$ cat src/hdl/cp437u8_pkg.sv
// ----------------------------------------------------------------------------
// cp437u8_pkg
// Shared types, limits and the code page 437 upper-half table for the
// CP437 / code point to UTF-8 encoder.
// ----------------------------------------------------------------------------
package cp437u8_pkg;

  localparam int unsigned ValueW    = 21;
  localparam int unsigned ByteW     = 8;
  localparam int unsigned MaxBytes  = 4;
  localparam int unsigned IdxW      = $clog2(MaxBytes);
  localparam int unsigned FifoDepth = 2;
  localparam int unsigned PtrW      = $clog2(FifoDepth);
  localparam int unsigned CntW      = $clog2(FifoDepth + 1);

  // sequence length boundaries
  localparam logic [ValueW-1:0] Limit1B = ValueW'(128);
  localparam logic [ValueW-1:0] Limit2B = ValueW'(2048);
  localparam logic [ValueW-1:0] Limit3B = ValueW'(65536);
  localparam logic [ValueW-1:0] Limit4B = ValueW'(1114112);

  // action codes
  typedef enum logic {
    ACT_TRANSCODE = 1'b0,
    ACT_DIRECT    = 1'b1
  } action_e;

  // one encoded item waiting in the queue
  typedef struct packed {
    logic [MaxBytes-1:0][ByteW-1:0] bytes;    // bytes[0] goes out first
    logic [IdxW-1:0]                last_idx; // index of the final byte
    logic                           bad;      // code point out of range
  } entry_t;

  // queue head as seen by the back end
  typedef struct packed {
    logic   valid;
    entry_t entry;
  } head_t;

  // upper half of code page 437, bytes 0x80..0xff
  localparam logic [15:0] Cp437Hi [128] = '{
    16'h00C7, 16'h00FC, 16'h00E9, 16'h00E2, 16'h00E4, 16'h00E0, 16'h00E5, 16'h00E7,
    16'h00EA, 16'h00EB, 16'h00E8, 16'h00EF, 16'h00EE, 16'h00EC, 16'h00C4, 16'h00C5,
    16'h00C9, 16'h00E6, 16'h00C6, 16'h00F4, 16'h00F6, 16'h00F2, 16'h00FB, 16'h00F9,
    16'h00FF, 16'h00D6, 16'h00DC, 16'h00A2, 16'h00A3, 16'h00A5, 16'h20A7, 16'h0192,
    16'h00E1, 16'h00ED, 16'h00F3, 16'h00FA, 16'h00F1, 16'h00D1, 16'h00AA, 16'h00BA,
    16'h00BF, 16'h2310, 16'h00AC, 16'h00BD, 16'h00BC, 16'h00A1, 16'h00AB, 16'h00BB,
    16'h2591, 16'h2592, 16'h2593, 16'h2502, 16'h2524, 16'h2561, 16'h2562, 16'h2556,
    16'h2555, 16'h2563, 16'h2551, 16'h2557, 16'h255D, 16'h255C, 16'h255B, 16'h2510,
    16'h2514, 16'h2534, 16'h252C, 16'h251C, 16'h2500, 16'h253C, 16'h255E, 16'h255F,
    16'h255A, 16'h2554, 16'h2569, 16'h2566, 16'h2560, 16'h2550, 16'h256C, 16'h2567,
    16'h2568, 16'h2564, 16'h2565, 16'h2559, 16'h2558, 16'h2552, 16'h2553, 16'h256B,
    16'h256A, 16'h2518, 16'h250C, 16'h2588, 16'h2584, 16'h258C, 16'h2590, 16'h2580,
    16'h03B1, 16'h00DF, 16'h0393, 16'h03C0, 16'h03A3, 16'h03C3, 16'h00B5, 16'h03C4,
    16'h03A6, 16'h0398, 16'h03A9, 16'h03B4, 16'h221E, 16'h03C6, 16'h03B5, 16'h2229,
    16'h2261, 16'h00B1, 16'h2265, 16'h2264, 16'h2320, 16'h2321, 16'h00F7, 16'h2248,
    16'h00B0, 16'h2219, 16'h00B7, 16'h221A, 16'h207F, 16'h00B2, 16'h25A0, 16'h00A0
  };

endpackage

$ cat src/hdl/cp437u8_front.sv
// ----------------------------------------------------------------------------
// cp437u8_front
// Classifies an incoming item: maps CP437 bytes to code points, picks the
// sequence length and builds all UTF-8 bytes of the item.
// ----------------------------------------------------------------------------
module cp437u8_front (
  input  logic                               action_i,
  input  logic [cp437u8_pkg::ValueW-1:0]     value_i,
  output cp437u8_pkg::entry_t                entry_o
);

  logic [cp437u8_pkg::ValueW-1:0] cp;
  logic [7:0]                     ch;

  // code point selection
  always_comb begin
    ch = value_i[7:0];
    if (action_i == cp437u8_pkg::ACT_DIRECT) begin
      cp = value_i;
    end else if (ch[7]) begin
      cp = cp437u8_pkg::ValueW'(cp437u8_pkg::Cp437Hi[ch[6:0]]);
    end else begin
      cp = cp437u8_pkg::ValueW'(ch);
    end
  end

  // utf-8 byte formation
  always_comb begin
    entry_o = '0;
    if (cp >= cp437u8_pkg::Limit4B) begin
      entry_o.bad      = 1'b1;
      entry_o.last_idx = cp437u8_pkg::IdxW'(0);
    end else if (cp < cp437u8_pkg::Limit1B) begin
      entry_o.bytes[0] = {1'b0, cp[6:0]};
      entry_o.last_idx = cp437u8_pkg::IdxW'(0);
    end else if (cp < cp437u8_pkg::Limit2B) begin
      entry_o.bytes[0] = {3'b110, cp[10:6]};
      entry_o.bytes[1] = {2'b10, cp[5:0]};
      entry_o.last_idx = cp437u8_pkg::IdxW'(1);
    end else if (cp < cp437u8_pkg::Limit3B) begin
      entry_o.bytes[0] = {4'b1110, cp[15:12]};
      entry_o.bytes[1] = {2'b10, cp[11:6]};
      entry_o.bytes[2] = {2'b10, cp[5:0]};
      entry_o.last_idx = cp437u8_pkg::IdxW'(2);
    end else begin
      entry_o.bytes[0] = {5'b11110, cp[20:18]};
      entry_o.bytes[1] = {2'b10, cp[17:12]};
      entry_o.bytes[2] = {2'b10, cp[11:6]};
      entry_o.bytes[3] = {2'b10, cp[5:0]};
      entry_o.last_idx = cp437u8_pkg::IdxW'(3);
    end
  end

endmodule

$ cat src/hdl/cp437u8_fifo.sv
// ----------------------------------------------------------------------------
// cp437u8_fifo
// Short queue of encoded items between the front and the back end.
// ----------------------------------------------------------------------------
module cp437u8_fifo (
  input  logic                clk_i,
  input  logic                rst_ni,
  input  logic                push_i,
  input  cp437u8_pkg::entry_t entry_i,
  output logic                full_o,
  input  logic                pop_i,
  output cp437u8_pkg::head_t  head_o
);

  cp437u8_pkg::entry_t            mem_q [cp437u8_pkg::FifoDepth];
  logic [cp437u8_pkg::PtrW-1:0]   wr_ptr_q, wr_ptr_d;
  logic [cp437u8_pkg::PtrW-1:0]   rd_ptr_q, rd_ptr_d;
  logic [cp437u8_pkg::CntW-1:0]   cnt_q, cnt_d;
  logic                           do_push, do_pop;

  // status and head
  assign full_o       = (cnt_q == cp437u8_pkg::CntW'(cp437u8_pkg::FifoDepth));
  assign head_o.valid = (cnt_q != '0);
  assign head_o.entry = mem_q[rd_ptr_q];
  assign do_push      = push_i && !full_o;
  assign do_pop       = pop_i && head_o.valid;

  // pointer and count update
  always_comb begin
    wr_ptr_d = wr_ptr_q;
    rd_ptr_d = rd_ptr_q;
    cnt_d    = cnt_q;
    if (do_push) begin
      wr_ptr_d = (wr_ptr_q == cp437u8_pkg::PtrW'(cp437u8_pkg::FifoDepth - 1)) ?
                 '0 : wr_ptr_q + cp437u8_pkg::PtrW'(1);
    end
    if (do_pop) begin
      rd_ptr_d = (rd_ptr_q == cp437u8_pkg::PtrW'(cp437u8_pkg::FifoDepth - 1)) ?
                 '0 : rd_ptr_q + cp437u8_pkg::PtrW'(1);
    end
    if (do_push && !do_pop) begin
      cnt_d = cnt_q + cp437u8_pkg::CntW'(1);
    end else if (!do_push && do_pop) begin
      cnt_d = cnt_q - cp437u8_pkg::CntW'(1);
    end
  end

  always_ff @(posedge clk_i or negedge rst_ni) begin
    if (!rst_ni) begin
      wr_ptr_q <= '0;
      rd_ptr_q <= '0;
      cnt_q    <= '0;
    end else begin
      wr_ptr_q <= wr_ptr_d;
      rd_ptr_q <= rd_ptr_d;
      cnt_q    <= cnt_d;
    end
  end

  // storage
  always_ff @(posedge clk_i) begin
    if (do_push) begin
      mem_q[wr_ptr_q] <= entry_i;
    end
  end

endmodule

$ cat src/hdl/cp437u8_back.sv
// ----------------------------------------------------------------------------
// cp437u8_back
// Walks the head bytes one per cycle into an output register unless pop stalls.
// ----------------------------------------------------------------------------
module cp437u8_back (
  input  logic                                  clk_i,
  input  logic                                  rst_ni,
  input  cp437u8_pkg::head_t                    head_i,
  output logic                                  head_pop_o,
  output logic                                  empty_o,
  input  logic                                  pop_i,
  output logic [cp437u8_pkg::ByteW-1:0]         out_byte_o,
  output logic                                  last_o,
  output logic                                  bad_code_point_o
);

  logic [cp437u8_pkg::IdxW-1:0]  idx_q, idx_d;
  logic                          valid_q, valid_d;
  logic [cp437u8_pkg::ByteW-1:0] byte_q;
  logic                          last_q, bad_q;
  logic                          load, at_last;

  // load the next byte when the output register is free or being taken
  assign load       = head_i.valid && (!valid_q || pop_i);
  assign at_last    = (idx_q == head_i.entry.last_idx);
  assign head_pop_o = load && at_last;

  always_comb begin
    idx_d   = idx_q;
    valid_d = valid_q;
    if (load) begin
      valid_d = 1'b1;
      idx_d   = at_last ? '0 : idx_q + cp437u8_pkg::IdxW'(1);
    end else if (pop_i) begin
      valid_d = 1'b0;
    end
  end

  always_ff @(posedge clk_i or negedge rst_ni) begin
    if (!rst_ni) begin
      idx_q   <= '0;
      valid_q <= 1'b0;
    end else begin
      idx_q   <= idx_d;
      valid_q <= valid_d;
    end
  end

  // output payload
  always_ff @(posedge clk_i) begin
    if (load) begin
      byte_q <= head_i.entry.bytes[idx_q];
      last_q <= at_last;
      bad_q  <= head_i.entry.bad;
    end
  end

  assign empty_o          = !valid_q;
  assign out_byte_o       = byte_q;
  assign last_o           = last_q;
  assign bad_code_point_o = bad_q;

endmodule

$ cat src/hdl/cp437_and_code_point_to_utf8.sv
// ----------------------------------------------------------------------------
// cp437_and_code_point_to_utf8
// Encodes CP437 bytes or raw code points as UTF-8, one byte per result item.
// ----------------------------------------------------------------------------
// an accepted item is written into the queue, then its first byte into the output register
// throughput: one input item per cycle while the two-entry queue has room;
//   the back end sends one byte per cycle while popped; an n-byte item holds it until all n go
// reset: asynchronous active low, clears the queue and the output register
module cp437_and_code_point_to_utf8 (
  input  logic                              clk_i,
  input  logic                              rst_ni,
  input  logic                              push,
  output logic                              full,
  input  logic                              action_i,
  input  logic [cp437u8_pkg::ValueW-1:0]    value_i,
  output logic                              empty,
  input  logic                              pop,
  output logic [cp437u8_pkg::ByteW-1:0]     out_byte_o,
  output logic                              last_o,
  output logic                              bad_code_point_o
);

  cp437u8_pkg::entry_t entry;
  cp437u8_pkg::head_t  head;
  logic                head_pop;

  // classify and encode
  cp437u8_front u_front (
    .action_i (action_i),
    .value_i  (value_i),
    .entry_o  (entry)
  );

  // decoupling queue
  cp437u8_fifo u_fifo (
    .clk_i   (clk_i),
    .rst_ni  (rst_ni),
    .push_i  (push),
    .entry_i (entry),
    .full_o  (full),
    .pop_i   (head_pop),
    .head_o  (head)
  );

  // byte serializer
  cp437u8_back u_back (
    .clk_i            (clk_i),
    .rst_ni           (rst_ni),
    .head_i           (head),
    .head_pop_o       (head_pop),
    .empty_o          (empty),
    .pop_i            (pop),
    .out_byte_o       (out_byte_o),
    .last_o           (last_o),
    .bad_code_point_o (bad_code_point_o)
  );

`ifndef NO_ASSERTIONS
  // an error item is a single zero byte
  a_bad_single : assert property (@(posedge clk_i) disable iff (!rst_ni)
    (!empty && bad_code_point_o) |-> (last_o && out_byte_o == '0))
    else $error("error item is not a single zero byte");

  // the rest of a sequence follows without a gap
  a_no_gap : assert property (@(posedge clk_i) disable iff (!rst_ni)
    (!empty && pop && !last_o) |=> !empty)
    else $error("gap inside a multi-byte sequence");

  // bytes before the last are never plain ascii
  a_multi_high : assert property (@(posedge clk_i) disable iff (!rst_ni)
    (!empty && !last_o) |-> out_byte_o[7])
    else $error("non-final byte has the top bit clear");
`endif

endmodule

$ cat config.mk
export PLATFORM = sky130hd
export DESIGN_NAME = cp437_and_code_point_to_utf8
export DESIGN_NICKNAME = d
export VERILOG_FILES = /design/src/hdl/cp437u8_pkg.sv /design/src/hdl/cp437u8_front.sv /design/src/hdl/cp437u8_fifo.sv /design/src/hdl/cp437u8_back.sv /design/src/hdl/cp437_and_code_point_to_utf8.sv
export SDC_FILE = /design/constraint.sdc
export NUM_CORES = 1
export LEC_CHECK = 0
export BUFFER_PORTS_ARGS = -buffer_cell sky130_fd_sc_hd__buf_2
export CORE_MARGIN = 10
export CORE_UTILIZATION = 52
export CTS_CLUSTER_DIAMETER = 50
export DETAILED_ROUTE_END_ITERATION = 6
export PLACE_DENSITY = 0.72
export SYNTH_ARGS = -nofsm -noshare
export SYNTH_HDL_FRONTEND = slang
export SYNTH_SLANG_ARGS = --single-unit
$ cat constraint.sdc
create_clock -name clk_i -period 2.2 [get_ports clk_i]
set_input_delay 0 -clock clk_i [delete_from_list [all_inputs] [get_ports clk_i]]
set_output_delay 0 -clock clk_i [all_outputs]
set_load 0.005 [all_outputs]
# [Word level (Yosys, flattened, before mapping)]
# Memories as Yosys holds them, arrays and structs flattened.
# Cells that the tools add are included.
[totals] register_bits=17 ram_bits=70 romBits=2048 out_inout_bits=12 wordCells=62 n_memories=2
[classes] n_addsub=5 magnitude_cmp=6 n_eq_ne=2 muxes=24 n_bitwise=1 reduce_logical=14
[memory_table] memory="(no name shown)" depth=128 word_bits=16 read_ports=1 rd_clocked_by_memory_dff=0 wr=0 line="cp437u8_front.sv:21" source="cp = cp437u8_pkg::ValueW'(cp437u8_pkg::Cp437Hi[ch[6:0]]);"
[memory_table] memory="u_fifo.mem_q" depth=2 word_bits=35 read_ports=1 rd_clocked_by_memory_dff=0 wr=1 line="cp437u8_fifo.sv:15" source="cp437u8_pkg::entry_t mem_q [cp437u8_pkg::FifoDepth];"
[op_table] operator="16-bit 2-to-1 mux" count=4
[op_table] operator="24-bit 2-to-1 mux" count=2
[op_table] operator="32-bit 2-to-1 mux" count=1
[op_table] operator="21-bit greater-or-equal comparator, second input constant" count=1
[op_table] operator="21-bit by 12-bit < comparator with 1-bit output, second input constant" count=1
[op_table] operator="21-bit by 17-bit < comparator with 1-bit output, second input constant" count=1
[op_table] operator="21-bit by 8-bit < comparator with 1-bit output, second input constant" count=1
[op_table] operator="21-bit 2-to-1 mux" count=1
[op_table] operator="18-bit 2-to-1 mux" count=1
[op_table] operator="8-bit binary-select mux with 2-bit select" count=1
[op_table] operator="8-bit 2-to-1 mux" count=2
[op_table] operator="10-bit 2-to-1 mux" count=1
[op_table] operator="8-bit greater-or-equal comparator, second input constant" count=1
[op_table] operator="2-bit 2-to-1 mux" count=4
[op_table] operator="7-bit inverter with 8-bit output" count=1
[op_table] operator="1-bit 2-to-1 mux" count=7
[op_table] operator="1-bit logical AND" count=6
[op_table] operator="2-bit nonzero test" count=3
[op_table] operator="2-bit by 1-bit adder with 2-bit output, second input constant" count=2
[op_table] operator="1-bit logical NOT" count=4
[op_table] operator="2-bit by 3-bit < comparator with 1-bit output, second input constant" count=1
[op_table] operator="1-bit adder, second input constant" count=2
[op_table] operator="2-bit == test" count=1
[op_table] operator="2-bit == test, second input constant" count=1
[op_table] operator="2 further kinds" count=2

# [Longest topological paths before layout]
# Gate-level depths: netlist of the first run.
[depth] depth_word=11 depth_mapped=12 depth_no_buf=10

# [Modules after synthesis]
# A second synthesis of the first run with hierarchy kept.
[hier_totals] cells_unflattened=547 area_unflattened_um2=6082.1
[modules_own_cells] mod="cp437u8_fifo" instances=1 cells_per_inst=128 area_each_um2=2876.5 seq_area_each_um2=2202.1
[modules_own_cells] mod="cp437u8_front" instances=1 cells_per_inst=380 area_each_um2=2532.4 seq_area_each_um2=0.0
[modules_own_cells] mod="cp437u8_back" instances=1 cells_per_inst=39 area_each_um2=673.1 seq_area_each_um2=375.4

# [Worst setup path before layout of the first run]
# OpenSTA, ideal clock, no wires.
[synth_path] path_kind="input -> register" from="in value_i[0] (netlist bit)" to="mem u_fifo.mem_q[0][11] (netlist bit) (data pin)" arrival_time_ns=2.294 required_time_ns=2.009 slack_ns=-0.285 stages=12 path_buffers=3 path_cell_list="clkbuf_1 inv_1 ha_1 buf_2 mux2i_4 nor2_2 o41ai_4 nor2_2 and4_4 or2_1 buf_6 a2111oi_4"
[synth_rtl] element="start, declared" line="cp437_and_code_point_to_utf8.sv:15" source="input logic [cp437u8_pkg::ValueW-1:0] value_i,"
[synth_rtl] element="end, declared" line="cp437u8_fifo.sv:15"

==> results of run 1 <==
what timing repair did:
action | CTS | global route
hold buffers | 3 | 0
gates resized for setup | 0 | 17
setup endpoints to repair | 0 | 19
buffers inserted | 0 | 1
hold endpoints to repair | 9 | 0
critical path, cell delays in order:
cell and delay [ns]:
buf_2 0.13, inv_2 0.09, ha_4 0.22, and4bb_2 0.32
a211o_1 0.11, o211ai_1 0.09, buf_4 0.17, and3b_2 0.24
and4_4 0.15, or2_1 0.26, buf_4 0.17, a2111oi_4 0.34
flip-flops by register name, indices dropped and copies added (netlist names), 2 cells and up:
name and count:
u_fifo.cnt_q 2, u_back.idx_q 2, u_fifo.mem_q 60, u_back.out_byte_o 8
power breakdown:
part	switching (uW)	internal (uW)
Sequential	193	2160
Combinational	1170	1040
Clock	539	681
cell usage after synthesis, types with 7 or more instances:
cell       n  area (um^2)
a211oi_1  12         90.1
a21o_1     7         52.6
a21oi_1   24          120
a221oi_1   7         61.3
buf_2     12         60.1
clkbuf_1  21         78.8
dfrtp_1    7          175
edfxtp_1  70         2100
ha_1      15          188
inv_1     12         45.0
mux2_2     9          101
mux2i_1   10          100
mux4_2    13          293
nand2_1   41          154
nand2b_1  17          106
nand3_1   12         60.1
nand4_1    7         43.8
nor2_1    38          143
nor2b_1   12         75.1
nor3_1     7         35.0
o211ai_1  13         97.6
o21ai_0   22          110
o31ai_1    7         52.6
cell type report:
| type | instances | area (um^2) |
|---|---|---|
| flip-flops and latches | 77 | 2280 |
| fillers | 789 | 3100 |
| clock buffers | 10 | 138 |
| clock inverters | 6 | 93.8 |
| repair buffers | 170 | 1230 |
| well taps | 133 | 166 |
| multi-input cells | 374 | 2850 |
| inverters | 13 | 52.6 |
kinds of logic (layout without fill, tap and decap cells):
logic type / after synthesis / count (layout)
muxes: 33 / 33
adders and majority gates: 15 / 15
AOI/OAI and AO/OA: 154 / 154
buffers and inverters: 60 / 199
xor gates and xnor gates: 8 / 8
and+or+nand+nor: 164 / 164
DFF: 77 / 77
per-layer routing:
layer  up-vias  routed length (um)  GRT usage, %
li1       2243                   -             -
met1      2380                7490          33.3
met2       257                8030          35.4
met3        27                1710          5.54
met4         0                 276          6.11
met5         -                   0             0
how the worst max path moves through the flow:
stage | from | endpoint | cells past startpoint
2_1_floorplan | value_i[0] | u_fifo.mem_q[0][11] | 12
3_3_place_gp | value_i[1] | u_fifo.mem_q[0][11] | 12
3_5_place_dp | value_i[0] | u_fifo.mem_q[1][3] | 12
4_1_cts | value_i[0] | u_fifo.mem_q[1][11] | 12
5_1_grt | value_i[0] | u_fifo.mem_q[1][11] | 12
6_report | value_i[1] | u_fifo.mem_q[1][11] | 12
metrics by stage:
step | area (um^2) | setup TNS [ns] | hold slack, ns
detailed placement | 6480 | -8.88 | -0.158
global placement | 6480 | -7.72 | -0.164
CTS | 6740 | 0 | 0.0132
floorplan | 5410 | 0 | -0.296
finish | 6810 | 0 | 0.00331
global route | 6810 | 0 | 0.0121
==> metrics, run 1 <==
status=completed; Worst Setup End Kind=flop; clk slew on worst S/H paths=0.08 ns; VDD IR max=0.000722 V; Ys Warns=0; full die area=14800 um^2; Worst Hold Class=input port to asynchronous set/reset pin; crit path kind=input port to flop; syn_nets=552; CP Max Fanout=5; Final nets=686; fin crit share=98.0%; Iter 0 DRT Violations=618; Pre-antenna DRT Iters=5; sequential area share after synthesis=42.5%; clock skew=0.0109 ns; Pleak=0.00269 uW; via count=4907; CTS Sinks=77; total power=5770 uW; post-synthesis compound-gate area fraction=21.2%; Clk Latency, worst-skew pair=0.35 ns; Synth Area in Simple Gates=16.0%; Port-buffer cells=37; number of diodes=0; antenna violations before repair=0; Die Y=121 um; layout cells sized above 1=37.7%; post-synthesis xor/xnor area fraction=1.31%; DP Wirelength=13.2 mm; fin. max-slew vios=0; Post-synth top flop=edfxtp_1; RSZ-0062 raised after global routing=yes; CTS tree=built; Adder-Cell Fraction of Synth Area=3.50%; Tot GR Track Use=23.6%; Syn Area/Cell=10.5 um^2; worst-case clock buffer depth=2; vias in the first global route=4924; largest family of logic cells by synthesized area=compound AO/OA/AOI/OAI gates; final worst slack=0.0450 ns; Syn Std Cell Area=5360 um^2; FP Rows=36; placed insts=763; Crit path arrival time=2.30 ns; Finished Layout Cells=783; CP Launch Type=input port; RR Startpoint=u_fifo.rd_ptr_q; Initial Util=54.1%; root buffer cell=clkbuf_8; largest net degree at the start of global routing=36; post-synthesis sequential element count=77; Maximum Capacitance Violations=0; GP Congestion=0.979; I/O Pins=38; reg-to-reg critical path endpoint=u_fifo.cnt_q[1]; post-synthesis cell count=511; core area=9910 um^2; commonest non-fill, non-tap cells in the layout=buf_4 (127), edfxtp_1 (70), nand2_1 (41), nor2_1 (36), buf_2 (36); Routed Antenna Nets=0; setup slack, reg-to-reg=0.19 ns; total gr overflow=0; most common cell after layout, fill and taps aside=buf_4; Clock H-tree levels=3; drt wl/cell=22.4 um; number of flops mapped to enable cells by yosys=70; Required @ worst endpoint=2.35 ns; relative slew slack=65.2%; TritonCTS Buffers=9; post-synthesis async set-or-reset flop share=9.09%; multiplexer share of the synthesized area=9.65%; actual slew at the worst max-slew pin=0.520 ns; DIE WIDTH=121 um; Final Critical Period=2.16 ns; pwr dens=847 nW/um^2; Place WS=-0.329 ns; DRC Markers=0; reg2reg path depth=8; Final setup viols=0; first-pass GRT wire length=27.4 mm; Yosys cell types=78; Area growth, synth to finish=27.2%; final wirelength=17.5 mm; maximum clock frequency=464 MHz; Via-to-Cell Ratio=6.27; Final Hold Viols=0; Finished Core Util=68.7%
Power figures use the tool's default switching activity.
==> run 2: changes to the inputs <==
--- a/config.mk
+++ b/config.mk
@@ -10,6 +10,7 @@
 export CORE_UTILIZATION = 52
 export CTS_CLUSTER_DIAMETER = 50
 export DETAILED_ROUTE_END_ITERATION = 6
+export HOLD_SLACK_MARGIN = 0.08
 export PLACE_DENSITY = 0.72
 export SYNTH_ARGS = -nofsm -noshare
 export SYNTH_HDL_FRONTEND = slang
==> metrics, run 2 (synthesized netlist as in run 1, its figures left out) <==
Final Critical Period=2.16 ns (+0.00380 ns); Port-buffer cells=37 (unchanged); Iter 0 DRT Violations=636 (+2.9%); I/O Pins=38 (unchanged); CP Cell Sequence=buf_2, buf_4, ha_1, buf_4, mux4_2, inv_1, a221oi_2, a211oi_1, a211o_1, o21ai_1, buf_4, a221oi_2; switching share of power=32.9% (+0.063 points); CP Launch Type=input port; Logic pwr share=38.1% (about the same); fin. max-slew vios=0 (unchanged); placed insts=763 (unchanged); pwr dens=846 nW/um^2 (-0.14%); via count=4956 (+1.0%); fin crit share=98.1% (+0.17 points); max reg flops=60 (unchanged); layout cells sized above 1=37.6% (-0.12 points); largest net degree at the start of global routing=36 (unchanged); fillcell total=786 (-0.38%); FP Rows=36 (unchanged); worst-case clock buffer depth=2 (unchanged); Initial Util=54.1% (unchanged); final worst slack=0.0412 ns (-0.00380 ns); Finished Layout Cells=785 (+0.26%); Pre-antenna DRT Iters=5 (unchanged); Worst Setup End Kind=flop; Routed Antenna Nets=0 (unchanged); DP Wirelength=13.2 mm (unchanged); met2 wire len=8.00 mm (-0.27%); Reg area=2280 um^2 (unchanged); Crit path arrival time=2.30 ns (about the same); CTS Sinks=77 (unchanged); GP Congestion=0.979 (unchanged); core area=9910 um^2 (unchanged); Clk Latency, worst-skew pair=0.35 ns (about the same); number of diodes=0 (unchanged); total gr overflow=0 (unchanged); metal3 WL=1.67 mm (-2.3%); clk slew on worst S/H paths=0.08 ns (about the same); vias in the first global route=4934 (+0.20%); final wirelength=17.6 mm (+0.33%); DIE WIDTH=121 um (unchanged); VDD IR max=0.000725 V (+0.33%); commonest non-fill, non-tap cells in the layout=buf_4 (127), edfxtp_1 (70), nand2_1 (41), nor2_1 (36), buf_2 (36); Sequential Power Share=40.7% (about the same); clock network fraction of total power=21.2% (about the same); total power=5780 uW (+0.15%); RSZ-0062 raised after global routing=yes; Worst path max stage delay=0.45 ns (+0.11 ns); P_int=3880 uW (about the same); Die Y=121 um (unchanged); crit path kind=input port to flop; relative slew slack=65.9% (+0.71 points); Top reg by flops=u_fifo.mem_q; maximum clock frequency=463 MHz (-0.18%); Area growth, synth to finish=27.5%; Worst Hold Class=input port to flop; drt wl/cell=22.4 um (about the same); status=completed; root buffer cell=clkbuf_8; slowest CP cell=mux4_2; P_sw=1900 uW (+0.35%); Top Metal Used=met4; Final setup viols=0 (unchanged); Finished Core Util=68.9% (+0.20 points); CP most frequent cell=buf_4; Place WS=-0.329 ns (unchanged); Required @ worst endpoint=2.34 ns (about the same); DRC Markers=0 (unchanged); Maximum Capacitance Violations=0 (unchanged); CP Max Fanout=10 (+5); Pleak=0.00270 uW (+0.31%); antenna violations before repair=0 (unchanged); actual slew at the worst max-slew pin=0.509 ns (-0.0106 ns); multi-input logic area=2850 um^2 (unchanged); WL met1=7.55 mm (+0.75%); Final Hold Viols=0 (unchanged); Final nets=688 (+0.29%); most common cell after layout, fill and taps aside=buf_4; CTS tree=built; Via-to-Cell Ratio=6.31 (+0.74%); first-pass GRT wire length=27.5 mm (+0.30%); TritonCTS Buffers=9 (unchanged); full die area=14800 um^2 (unchanged); clock skew=0.0131 ns (+0.00219 ns); Tot GR Track Use=23.7% (+0.088 points); Clock H-tree levels=3 (unchanged)
==> run 2: cell types whose count changed in the layout (fill, tap and decap cells not counted), sizes merged <==
cell,previous run,this run
dlygate4sd3,3,5
==> run 2: per-stage QoR <==
| stage | area (um^2) | TNS (ns) | hold WS [ns] |
|---|---|---|---|
| after global placement | 6480 | -7.72 | -0.164 |
| after global routing | 6830 | 0 | 0.153 |
| after detailed placement | 6480 | -8.88 | -0.158 |
| after CTS | 6760 | 0 | 0.125 |
| after floorplan | 5410 | 0 | -0.296 |
| final | 6830 | 0 | 0.133 |
==> run 2: power by group through the flow <==
stage / registers, uW / clock network (uW) / logic (uW)
floorplan: 2300 / 0 / 1380
global placement: 2340 / 0 / 2070
detailed placement: 2380 / 0 / 2130
CTS: 2350 / 1230 / 2160
global route: 2380 / 1310 / 2380
finish: 2350 / 1230 / 2200
==> run 2: cell type report <==
| type | count | area share [%] |
|---|---|---|
| clock inverter | 6 | 1.37 |
| inverter | 13 | 0.769 |
| clock buffer | 10 | 2.01 |
| multi-input combinational | 374 | 41.8 |
| tap | 133 | 2.44 |
| timing repair buffer | 172 | 18.3 |
| sequential | 77 | 33.3 |
==> run 2: final timing paths <==
| path | slack, ns | cells after the start | end | from |
|---|---|---|---|---|
| max reg2reg | 0.18 | 8 | u_fifo.cnt_q[1] | u_fifo.rd_ptr_q |
| min in group asynchronous | 0.63 | 3 | u_back.valid_q | rst_ni |
| min | 0.13 | 3 | u_fifo.mem_q[0][24] | value_i[11] |
| min reg2reg | 0.52 | 2 | u_back.valid_q | u_back.valid_q |
| max | 0.04 | 12 | u_fifo.mem_q[1][3] | value_i[0] |
| max in group asynchronous | 1.31 | 3 | u_back.idx_q[1] | rst_ni |
==> run 2: worst max-delay path: cells and delay by family <==
family	cells	cell delay, ns
fa+ha+maj	1	0.22
compound gates	5	0.88
buf+inv	5	0.74
mux	1	0.45
==> run 2: timing repair <==
item,in CTS,in global routing
resized for setup,0,17
hold buffers,5,0
endpoints found under the hold margin,11,0
buffers inserted,0,1
setup endpoints to repair,0,19
==> run 2: layer usage <==
layer | vias to the layer above | global-route usage (%)
met5 | - | 0
met4 | 0 | 6.11
met3 | 37 | 5.49
met2 | 284 | 35.6
met1 | 2384 | 33.4
li1 | 2251 | -
